File: src/rtl/sbc_pkg.sv
// Package for the swept box collision core: widths, time codes, axis codes,
// and the command and status types between the controller and the datapath.
// Depends on nothing; every other file of the block imports it.
`default_nettype none

package sbc_pkg;

	// Coordinate format of the input fields.
	localparam int COORD_BITS    = 32;
	localparam int FRACTION_BITS = 16;

	// Time values are signed with the same fraction bits and two guard bits.
	localparam int TIME_BITS = COORD_BITS + 2;

	// The divider produces an even number of quotient bits, two per cycle.
	localparam int DIV_BITS   = TIME_BITS + (TIME_BITS % 2);
	localparam int DIV_CYCLES = DIV_BITS / 2;
	localparam int CNT_W      = $clog2(DIV_CYCLES);

	typedef logic signed [COORD_BITS-1:0] coord_t;
	typedef logic signed [TIME_BITS-1:0]  tval_t;
	typedef logic signed [COORD_BITS:0]   num_t;

	// The most negative code is minus infinity, the most positive plus infinity.
	localparam tval_t TIME_NEG_INF = tval_t'({1'b1, {(TIME_BITS-1){1'b0}}});
	localparam tval_t TIME_POS_INF = tval_t'({1'b0, {(TIME_BITS-1){1'b1}}});
	localparam tval_t TIME_LIMIT   = TIME_POS_INF - tval_t'(1);
	localparam tval_t TIME_ONE     = tval_t'(64'd1 << FRACTION_BITS);

	// Axis codes of the input items.
	localparam logic [1:0] AXIS_X    = 2'd0;
	localparam logic [1:0] AXIS_Y    = 2'd1;
	localparam logic [1:0] AXIS_Z    = 2'd2;
	localparam logic [1:0] AXIS_NONE = 2'd3;

	// Divider operations issued by the controller.
	typedef enum logic [2:0] {
		DIV_HOLD,
		DIV_LOAD,
		DIV_INIT,
		DIV_STEP,
		DIV_FINISH
	} div_op_t;

	// Commands from the controller to the datapath.
	typedef struct packed {
		logic    capture;
		div_op_t div_op;
		logic    sel_exit;
		logic    store_entry;
		logic    update;
		logic    emit;
	} dp_cmd_t;

	// Status from the datapath to the controller.
	typedef struct packed {
		logic [1:0] axis;
		logic       v_zero;
		logic       out_busy;
	} dp_status_t;

endpackage

`default_nettype wire

File: src/rtl/sbc_divider.sv
// Iterative signed divider that returns a saturated time code, two quotient
// bits per cycle, sequenced by the operations of the controller.
// Depends on sbc_pkg.
`default_nettype none

module sbc_divider (
	input  wire logic            clk,
	input  wire sbc_pkg::div_op_t op,
	input  wire sbc_pkg::num_t    num,
	input  wire sbc_pkg::coord_t  den,
	output sbc_pkg::tval_t        res
);
	import sbc_pkg::*;

	localparam int NUM_W = COORD_BITS + 1;
	localparam int DVD_W = NUM_W + FRACTION_BITS;
	localparam int DSH_W = COORD_BITS + DIV_BITS;
	localparam int CMP_W = (DVD_W > DSH_W) ? DVD_W : DSH_W;

	logic [NUM_W-1:0]      n_q;
	logic [COORD_BITS-1:0] d_q;
	logic                  neg_q;
	logic                  sat_q;
	logic [COORD_BITS-1:0] rem_q;
	logic [DIV_BITS-1:0]   acc_q;
	tval_t                 res_q;

	logic [DVD_W-1:0]               dvd;
	logic                           sat_next;
	logic [COORD_BITS+DIV_BITS-1:0] step1;
	logic [COORD_BITS+DIV_BITS-1:0] step2;
	logic [DIV_BITS-1:0]            lim_ext;
	logic [DIV_BITS-1:0]            cap;
	tval_t                          mag;

	// One restoring step: shift in the next dividend bit and subtract if it fits.
	function automatic logic [COORD_BITS+DIV_BITS-1:0] div_step(
		input logic [COORD_BITS-1:0] rem,
		input logic [DIV_BITS-1:0]   acc,
		input logic [COORD_BITS-1:0] d
	);
		logic [COORD_BITS:0]   r2;
		logic [COORD_BITS:0]   diff;
		logic                  ge;
		logic [COORD_BITS-1:0] rem_n;
		r2    = {rem, acc[DIV_BITS-1]};
		diff  = r2 - {1'b0, d};
		ge    = (r2 >= {1'b0, d});
		rem_n = ge ? diff[COORD_BITS-1:0] : r2[COORD_BITS-1:0];
		return {rem_n, acc[DIV_BITS-2:0], ge};
	endfunction

	// The dividend is the numerator magnitude scaled by the fraction bits.
	assign dvd = {n_q, {FRACTION_BITS{1'b0}}};

	// A quotient that does not fit in the quotient register saturates.
	assign sat_next = (CMP_W'(dvd) >= CMP_W'({d_q, {DIV_BITS{1'b0}}}));

	// Two chained steps per cycle.
	assign step1 = div_step(rem_q, acc_q, d_q);
	assign step2 = div_step(step1[COORD_BITS+DIV_BITS-1:DIV_BITS], step1[DIV_BITS-1:0], d_q);

	// Clamp to the largest finite code, then apply the sign.
	assign lim_ext = DIV_BITS'($unsigned(TIME_LIMIT));
	assign cap     = (sat_q || (acc_q > lim_ext)) ? lim_ext : acc_q;
	assign mag     = tval_t'(cap);

	always_ff @(posedge clk) begin
		case (op)
			DIV_LOAD: begin
				n_q   <= num[NUM_W-1] ? NUM_W'(-num) : NUM_W'(num);
				d_q   <= den[COORD_BITS-1] ? COORD_BITS'(-den) : COORD_BITS'(den);
				neg_q <= num[NUM_W-1] ^ den[COORD_BITS-1];
			end
			DIV_INIT: begin
				sat_q <= sat_next;
				rem_q <= COORD_BITS'(dvd >> DIV_BITS);
				acc_q <= dvd[DIV_BITS-1:0];
			end
			DIV_STEP: begin
				rem_q <= step2[COORD_BITS+DIV_BITS-1:DIV_BITS];
				acc_q <= step2[DIV_BITS-1:0];
			end
			DIV_FINISH: begin
				res_q <= neg_q ? -mag : mag;
			end
			default: begin
			end
		endcase
	end

	assign res = res_q;

endmodule

`default_nettype wire

File: src/rtl/sbc_datapath.sv
// Datapath of the swept box collision core: request capture, face gaps,
// divider, sweep accumulators and the result register.
// Depends on sbc_pkg and sbc_divider.
`default_nettype none

module sbc_datapath (
	input  wire logic               clk,
	input  wire logic               arst_n,
	input  wire sbc_pkg::dp_cmd_t   cmd,
	output sbc_pkg::dp_status_t     status,
	input  wire logic [1:0]         axis,
	input  wire sbc_pkg::coord_t    moving_lo,
	input  wire sbc_pkg::coord_t    moving_hi,
	input  wire sbc_pkg::coord_t    static_lo,
	input  wire sbc_pkg::coord_t    static_hi,
	input  wire sbc_pkg::coord_t    velocity,
	output logic                    out_valid,
	input  wire logic               out_ready,
	output logic                    hit,
	output logic [16:0]             contact_time,
	output logic signed [1:0]       normal_x,
	output logic signed [1:0]       normal_y,
	output logic signed [1:0]       normal_z
);
	import sbc_pkg::*;

	localparam int QSHR = (FRACTION_BITS >= 16) ? FRACTION_BITS - 16 : 0;
	localparam int QSHL = (FRACTION_BITS < 16) ? 16 - FRACTION_BITS : 0;

	// Captured request.
	logic [1:0] axis_q;
	coord_t     mlo_q, mhi_q, slo_q, shi_q, vel_q;

	// Entry time of the current request, held while the exit time is divided.
	tval_t entry_t_q;

	// Sweep accumulators.
	tval_t      latest_q;
	tval_t      earliest_q;
	logic       sep_q;
	logic [1:0] entry_axis_q;
	logic       entry_up_q;

	// Result register.
	logic              out_valid_q;
	logic              hit_q;
	logic [16:0]       time_q;
	logic signed [1:0] nx_q, ny_q, nz_q;

	num_t       num_a, num_b, div_num;
	logic       v_zero, v_pos, apart;
	tval_t      div_res, entry_val, exit_val;
	logic       clr;
	tval_t      b_latest, b_earliest;
	logic       b_sep, b_up;
	logic [1:0] b_axis;
	logic       hit_c;
	tval_t      t_sel;
	logic [TIME_BITS-1:0] t_u;
	logic signed [1:0]    ncode;

	// Gaps between the faces: static_lo - moving_hi and static_hi - moving_lo.
	assign num_a  = num_t'(slo_q) - num_t'(mhi_q);
	assign num_b  = num_t'(shi_q) - num_t'(mlo_q);
	assign v_zero = (vel_q == '0);
	assign v_pos  = !vel_q[COORD_BITS-1] && !v_zero;

	// Boxes apart on this axis: moving_hi <= static_lo or moving_lo >= static_hi.
	assign apart = !num_a[COORD_BITS] || num_b[COORD_BITS] || (num_b == '0);

	// Entry uses the near gap in the direction of travel, exit the far one.
	assign div_num = (v_pos != cmd.sel_exit) ? num_a : num_b;

	sbc_divider u_div (
		.clk (clk),
		.op  (cmd.div_op),
		.num (div_num),
		.den (vel_q),
		.res (div_res)
	);

	// Zero velocity contributes infinite times.
	assign entry_val = v_zero ? TIME_NEG_INF : entry_t_q;
	assign exit_val  = v_zero ? TIME_POS_INF : div_res;

	// An x request starts a fresh sweep.
	assign clr        = (axis_q == AXIS_X);
	assign b_latest   = clr ? TIME_NEG_INF : latest_q;
	assign b_earliest = clr ? TIME_POS_INF : earliest_q;
	assign b_sep      = clr ? 1'b0 : sep_q;
	assign b_axis     = clr ? AXIS_X : entry_axis_q;
	assign b_up       = clr ? 1'b0 : entry_up_q;

	// Final decision over the accumulated sweep.
	assign hit_c = !sep_q && (latest_q <= earliest_q) && !latest_q[TIME_BITS-1]
		&& (latest_q <= TIME_ONE);
	assign t_sel = hit_c ? latest_q : TIME_ONE;
	assign t_u   = t_sel;
	assign ncode = entry_up_q ? 2'sb11 : 2'sb01;

	// Request capture.
	always_ff @(posedge clk) begin
		if (cmd.capture) begin
			axis_q <= axis;
			mlo_q  <= moving_lo;
			mhi_q  <= moving_hi;
			slo_q  <= static_lo;
			shi_q  <= static_hi;
			vel_q  <= velocity;
		end
		if (cmd.store_entry) begin
			entry_t_q <= div_res;
		end
	end

	// Sweep accumulators: fold in one axis, clear when the result is emitted.
	always_ff @(posedge clk or negedge arst_n) begin
		if (!arst_n) begin
			latest_q     <= TIME_NEG_INF;
			earliest_q   <= TIME_POS_INF;
			sep_q        <= 1'b0;
			entry_axis_q <= AXIS_X;
			entry_up_q   <= 1'b0;
		end else if (cmd.emit) begin
			latest_q     <= TIME_NEG_INF;
			earliest_q   <= TIME_POS_INF;
			sep_q        <= 1'b0;
			entry_axis_q <= AXIS_X;
			entry_up_q   <= 1'b0;
		end else if (cmd.update) begin
			if (entry_val > b_latest) begin
				latest_q     <= entry_val;
				entry_axis_q <= axis_q;
				entry_up_q   <= v_pos;
			end else begin
				latest_q     <= b_latest;
				entry_axis_q <= b_axis;
				entry_up_q   <= b_up;
			end
			earliest_q <= (exit_val < b_earliest) ? exit_val : b_earliest;
			sep_q      <= b_sep | (v_zero & apart);
		end
	end

	// Output valid flag.
	always_ff @(posedge clk or negedge arst_n) begin
		if (!arst_n) begin
			out_valid_q <= 1'b0;
		end else if (cmd.emit) begin
			out_valid_q <= 1'b1;
		end else if (out_ready) begin
			out_valid_q <= 1'b0;
		end
	end

	// Result payload.
	always_ff @(posedge clk) begin
		if (cmd.emit) begin
			hit_q  <= hit_c;
			time_q <= 17'((t_u >> QSHR) << QSHL);
			nx_q   <= (hit_c && entry_axis_q == AXIS_X) ? ncode : 2'sb00;
			ny_q   <= (hit_c && entry_axis_q == AXIS_Y) ? ncode : 2'sb00;
			nz_q   <= (hit_c && entry_axis_q == AXIS_Z) ? ncode : 2'sb00;
		end
	end

	assign status.axis     = axis_q;
	assign status.v_zero   = v_zero;
	assign status.out_busy = out_valid_q && !out_ready;

	assign out_valid    = out_valid_q;
	assign hit          = hit_q;
	assign contact_time = time_q;
	assign normal_x     = nx_q;
	assign normal_y     = ny_q;
	assign normal_z     = nz_q;

endmodule

`default_nettype wire

File: src/rtl/sbc_ctrl.sv
// Controller of the swept box collision core: sequences capture, the two
// divisions, the accumulator update and the result hand-off.
// Depends on sbc_pkg.
`default_nettype none

module sbc_ctrl (
	input  wire logic                clk,
	input  wire logic                arst_n,
	input  wire logic                in_valid,
	output logic                     in_ready,
	input  wire sbc_pkg::dp_status_t status,
	output sbc_pkg::dp_cmd_t         cmd
);
	import sbc_pkg::*;

	typedef enum logic [2:0] {
		ST_IDLE,
		ST_DISPATCH,
		ST_INIT,
		ST_STEP,
		ST_FINISH,
		ST_LOAD_EXIT,
		ST_UPDATE,
		ST_EMIT
	} state_t;

	state_t           state_q;
	logic             exit_q;
	logic [CNT_W-1:0] cnt_q;

	logic run_div;

	// A request with a real axis and a moving box needs both divisions.
	assign run_div = (status.axis != AXIS_NONE) && !status.v_zero;

	// State, division select and step counter.
	always_ff @(posedge clk or negedge arst_n) begin
		if (!arst_n) begin
			state_q <= ST_IDLE;
			exit_q  <= 1'b0;
			cnt_q   <= '0;
		end else begin
			case (state_q)
				ST_IDLE: begin
					if (in_valid) begin
						state_q <= ST_DISPATCH;
					end
				end
				ST_DISPATCH: begin
					exit_q <= 1'b0;
					if (status.axis == AXIS_NONE) begin
						state_q <= ST_IDLE;
					end else if (status.v_zero) begin
						state_q <= ST_UPDATE;
					end else begin
						state_q <= ST_INIT;
					end
				end
				ST_INIT: begin
					cnt_q   <= '0;
					state_q <= ST_STEP;
				end
				ST_STEP: begin
					if (cnt_q == CNT_W'(DIV_CYCLES - 1)) begin
						state_q <= ST_FINISH;
					end else begin
						cnt_q <= cnt_q + CNT_W'(1);
					end
				end
				ST_FINISH: begin
					state_q <= exit_q ? ST_UPDATE : ST_LOAD_EXIT;
				end
				ST_LOAD_EXIT: begin
					exit_q  <= 1'b1;
					state_q <= ST_INIT;
				end
				ST_UPDATE: begin
					state_q <= (status.axis == AXIS_Z) ? ST_EMIT : ST_IDLE;
				end
				ST_EMIT: begin
					if (!status.out_busy) begin
						state_q <= ST_IDLE;
					end
				end
				default: begin
					state_q <= ST_IDLE;
				end
			endcase
		end
	end

	// Command decode.
	always_comb begin
		cmd             = '0;
		cmd.div_op      = DIV_HOLD;
		in_ready        = 1'b0;
		case (state_q)
			ST_IDLE: begin
				in_ready    = 1'b1;
				cmd.capture = in_valid;
			end
			ST_DISPATCH: begin
				cmd.div_op = run_div ? DIV_LOAD : DIV_HOLD;
			end
			ST_INIT: begin
				cmd.div_op = DIV_INIT;
			end
			ST_STEP: begin
				cmd.div_op = DIV_STEP;
			end
			ST_FINISH: begin
				cmd.div_op = DIV_FINISH;
			end
			ST_LOAD_EXIT: begin
				cmd.div_op      = DIV_LOAD;
				cmd.sel_exit    = 1'b1;
				cmd.store_entry = 1'b1;
			end
			ST_UPDATE: begin
				cmd.update = 1'b1;
			end
			ST_EMIT: begin
				cmd.emit = !status.out_busy;
			end
			default: begin
			end
		endcase
	end

endmodule

`default_nettype wire

File: src/rtl/swept_box_collision_core.sv
// Swept box collision core: one moving box swept along a velocity against a
// static box, one request per axis in the order x, y, z.
//
// Input channel: in_valid / in_ready with axis, the two boxes' extents and the
// velocity on that axis, signed Q16.16. A request on axis x starts a sweep,
// axis z ends it; axis code 3 is dropped without a result.
// Output channel: out_valid / out_ready with hit, contact_time (Q1.16, 1.0 on
// a miss) and the contact normal, one result per z request.
// A request with nonzero velocity runs two divisions, entry time then exit
// time, through one shared divider that retires two quotient bits per cycle,
// then an update state; a request with zero velocity goes straight to the
// update state, and a request with axis code 3 is dropped after dispatch. A
// new request is accepted only once the core is idle again. On a z request
// out_valid rises from the output register written in the emit state.
// The result sits in an output register, so a new sweep is accepted while it
// waits; a stalled receiver only holds the core at the end of the next z
// request. Reset clears the sweep state and the output valid flag.
// Depends on sbc_pkg, sbc_ctrl, sbc_datapath and sbc_divider.
`default_nettype none

module swept_box_collision_core (
	input  wire logic              clk,
	input  wire logic              arst_n,
	input  wire logic              in_valid,
	output logic                   in_ready,
	input  wire logic [1:0]        axis,
	input  wire sbc_pkg::coord_t   moving_lo,
	input  wire sbc_pkg::coord_t   moving_hi,
	input  wire sbc_pkg::coord_t   static_lo,
	input  wire sbc_pkg::coord_t   static_hi,
	input  wire sbc_pkg::coord_t   velocity,
	output logic                   out_valid,
	input  wire logic              out_ready,
	output logic                   hit,
	output logic [16:0]            contact_time,
	output logic signed [1:0]      normal_x,
	output logic signed [1:0]      normal_y,
	output logic signed [1:0]      normal_z
);
	import sbc_pkg::*;

	dp_cmd_t    cmd;
	dp_status_t status;

	sbc_ctrl u_ctrl (
		.clk      (clk),
		.arst_n   (arst_n),
		.in_valid (in_valid),
		.in_ready (in_ready),
		.status   (status),
		.cmd      (cmd)
	);

	sbc_datapath u_dp (
		.clk          (clk),
		.arst_n       (arst_n),
		.cmd          (cmd),
		.status       (status),
		.axis         (axis),
		.moving_lo    (moving_lo),
		.moving_hi    (moving_hi),
		.static_lo    (static_lo),
		.static_hi    (static_hi),
		.velocity     (velocity),
		.out_valid    (out_valid),
		.out_ready    (out_ready),
		.hit          (hit),
		.contact_time (contact_time),
		.normal_x     (normal_x),
		.normal_y     (normal_y),
		.normal_z     (normal_z)
	);

endmodule

`default_nettype wire
File: config.mk
export PLATFORM = sky130hd
export DESIGN_NAME = swept_box_collision_core
export DESIGN_NICKNAME = d
export VERILOG_FILES = /design/src/rtl/sbc_pkg.sv /design/src/rtl/sbc_divider.sv /design/src/rtl/sbc_datapath.sv /design/src/rtl/sbc_ctrl.sv /design/src/rtl/swept_box_collision_core.sv
export SDC_FILE = /design/constraint.sdc
export NUM_CORES = 1
export LEC_CHECK = 0
export BUFFER_PORTS_ARGS = -buffer_cell sky130_fd_sc_hd__buf_4
export CAP_MARGIN = 20
export CORE_UTILIZATION = 46
export CTS_BUF_LIST = sky130_fd_sc_hd__clkbuf_4 sky130_fd_sc_hd__clkbuf_8
export DETAILED_ROUTE_END_ITERATION = 6
export GPL_ROUTABILITY_DRIVEN = 0
export RECOVER_POWER = 25
export SYNTH_ARGS = -nofsm -noshare
export SYNTH_HDL_FRONTEND = slang
export SYNTH_SLANG_ARGS = --single-unit
File: constraint.sdc
create_clock -name clk -period 10.05 [get_ports clk]
set_clock_uncertainty 0.15 [all_clocks]
set_input_delay 2.01 -clock clk [delete_from_list [all_inputs] [get_ports clk]]
set_output_delay 2.01 -clock clk [all_outputs]
set_load 0.05 [all_outputs]
==> impl_metrics.yaml <==
yosys:
  yosysSeqAreaShare_pct: 45.2
  postSynth.asyncResetShare_pct: 17.5
  ys_ff_latch: 469
  yosys.area.top_type: "edfxtp_1"
  synth-main-ff-cell: "edfxtp_1"
  synth.most_common_cell: "edfxtp_1"
  syn_area_sq_um: 30400
  synth.top_cell.area_share_pct: 38.3
  synth.top_cells.by_count: "edfxtp_1, nand2_1, ha_1"
  yosysWarnings: 0
  synth_nets: 3442
  synthesis.instances: 3020
  synth.distinct_cells: 89
  synth_area_leaders: "edfxtp_1, ha_1, dfrtp_1"
  synth_area_per_cell_sq_um: 10.0
  synth_edf_count: 387
critical_path:
  regToRegStartpoint: "u_dp.u_div.d_q[1]$_DFFE_PN_"
  worst-path-buf-inv: 2
  cpPeakStageDelay_ps: 720
  critical-path-slowest-cell: "a31oi_1"
  critPathArrivalTime_ps: 7900
  cp.depth: 23
  reg2reg_depth: 23
  critPathKind: "reg2reg"
  path_max_fanout: 35
  cp-startpoint: "u_dp.u_div.d_q[1]$_DFFE_PN_"
  critPathTopFamily: "compound AO/OA/AOI/OAI gates"
  endpoint_kind: "flip-flop"
  crit_top_cell: "a21oi_1"
  path_cells: "inv_1 > ha_1 > nor2b_1 > o21ai_0 > a21oi_1 > o31ai_1 > a31oi_1 > a221oi_1 > a21oi_4 > buf_4 > mux2_2 > ha_1 > a21o_1 > a21oi_1 > o21ai_0 > a221o_1 > a211oi_1 > a31oi_1 > a21oi_1 > a211o_1 > nor4b_1 > o31ai_1 > a21oi_1"
  critPathRequiredTime_ps: 10390
  crit_path_start_kind: "flip-flop"
power:
  leakage_nw: 14.3
  vdd_drop_max_mv: 0.300
  power.density_nw_per_um2: 365
timing:
  clock.fmax_mhz: 132
  slew_violations: 41
  fin_crit_ps: 7560
  final-setup-viol-count: 0
  slew_headroom_pct: -57.4
  fin_tns_setup_ps: 0
  final-hold-violation-count: 0
  min_period_over_period_pct: 75.2
  rsz0062_at_grt: "false"
  hold_slack_ps: 292
  tightest_slew_ps: 2360
final_layout:
  fin_area_sq_um: 34500
  utilization_pct: 53.2
  nets: 3639
  drive_gt1_share_pct: 13.7
  areaGrowthSynthToFinish_pct: 13.6
hold_path:
  holdPathStages: 0
  hold_class: "reg2reg"
  min-delay-start: "u_dp.u_div.res[5]$_DFFE_PN_"
route:
  wl_per_cell_microns: 18.5
  remaining_drc_errors: 0
  first_iter_violations: 1826
  wl_microns: 76600
  via_per_inst: 5.74
  firstDrtPassIters: 6
  final_antenna_net_count: 0
  vias: 23749
global_routing:
  grt_max_degree: 76
  grt.overflow.total: 0
  grt_usage_pct: 22.8
  grt_pass1_vias: 23279
  antenna_found_initial: 1
  grt_pass1_wl_microns: 123000
clock_network:
  ctsResizeCount: 0
  cts_inserted_buffers: 85
  ctsHoldBuffers: 0
  worstSkewPairLatency_ps: 670
  clockBufferDepth: 3
  cts_max_level: 3
  cts_tree: "built"
  cts_setup_buffers: 0
  clk_pin_slew_ps: 60
  cts_num_sinks: 469
  clock_tree.root_cell: "clkbuf_8"
die:
  dieArea_sq_um: 67000
  row_count: 93
  initial_utilization_pct: 46.8
  io_pins: 192
  fp.dieW_microns: 259
  die_h_microns: 259
  coreArea_sq_um: 64800
place:
  numPortBuffers: 191
  placed_area_sq_um: 32800
  dpl.hpwl_microns: 57900
outcome:
  failed_checks: "capacitance limit, slew limit"
  status: "finished with violations"
job:
  drv_cap: 1
[layout by cell type (no fill, tap or decap), types with 19 or more instances in the layout]
cell and n:
edfxtp_1 387, nand2_1 282, ha_1 251, nor2_1 225, inv_1 202, a21oi_1 188, clkbuf_4 166, o21ai_0 126
a21o_1 102, xnor2_1 102, clkbuf_8 88, nor3_1 78, and2_1 75, nand2b_1 65, nand4_1 61, xor2_1 54
buf_4 54, dfrtp_1 48, nand3_1 46, mux2i_1 41, nor4_1 35, o22a_1 35, a22o_1 34, dfstp_2 34
nor2b_1 28, or3_1 27, a31oi_1 26, o21a_1 25, o211ai_1 20, o311ai_0 20, o31ai_1 19
[path summary, 6_finish.rpt]
| check | end | slack [ps] |
|---|---|---|
| min reg2reg | u_dp.entry_t_q[5]$_DFFE_PP_ | 290 |
| max reg2reg | u_dp.u_div.rem_q[30]$_SDFFCE_PN0P_ | 2490 |
| min | u_dp.entry_t_q[5]$_DFFE_PP_ | 290 |
| min in group asynchronous | u_dp.latest_q[9]$_DFFE_PN0P_ | 1910 |
| max | u_dp.u_div.rem_q[30]$_SDFFCE_PN0P_ | 2490 |
| max in group asynchronous | u_dp.sep_q$_DFFE_PN0P_ | 6200 |
[through the flow]
stage,setup WS (ps),std cells,power (W)
CTS,2590,4137,0.0126
global route,1950,4140,0.0136
finish,2490,4140,0.0126
floorplan,2710,3020,0.00887
detailed placement,2630,3984,0.0106
global placement,2830,3982,0.0105
[where the power goes]
group / internal, W / total (W) / switching (W)
registers: 0.00296 / 0.00338 / 0.000419
clock network: 0.00103 / 0.00187 / 0.000833
logic: 0.00297 / 0.00733 / 0.00436
[area by class of cell]
class | count | area [sq um]
Inverter | 203 | 762
Timing Repair Buffer | 221 | 1650
Clock inverter | 50 | 419
Clock buffer | 103 | 1320
Fill cell | 5808 | 30300
Antenna cell | 2 | 5.00
Multi-Input combinational cell | 2237 | 15500
Tap cell | 855 | 1070
Sequential cell | 469 | 13700
[flip-flops by register name, indices dropped and copies added (netlist names), 33 cells and up]
register and flops:
u_dp.earliest_q 34, u_dp.entry_t_q 34, u_dp.latest_q 34, u_dp.u_div.acc_q 34
u_dp.u_div.res 34, u_dp.u_div.n_q 33
[worst register-to-register path: cells and delay by family, from the launching register on]
kind | cells | cell delay [ps]
AOI/OAI and AO/OA | 16 | 4810
adders and majority gates | 2 | 680
buffers and inverters | 2 | 600
muxes | 1 | 430
and+or+nand+nor | 2 | 370
DFF | 1 | 330
[logic make-up (layout without fill, tap and decap cells)]
kind of cell    count (synthesis)  after routing  share of synthesized area, %
xor+xnor                      158            158                          4.56
simple gates                 1021           1021                          16.9
mux                            59             59                          2.03
fa+ha+maj                     256            256                          10.7
other cells                     0              2                             0
flops                         469            469                          45.2
compound gates                743            743                          16.7
buf+inv                       314            577                          3.91
[metal layers]
layer	vias up	track usage (%)	share of wire [%]
met4	0	8.83	3.3
met3	141	3.32	5.0
met2	688	37.5	47
met5	-	0	0
met1	11318	30.4	45
li1	11602	-	-
Note: power is estimated with default switching activity, not from simulation.
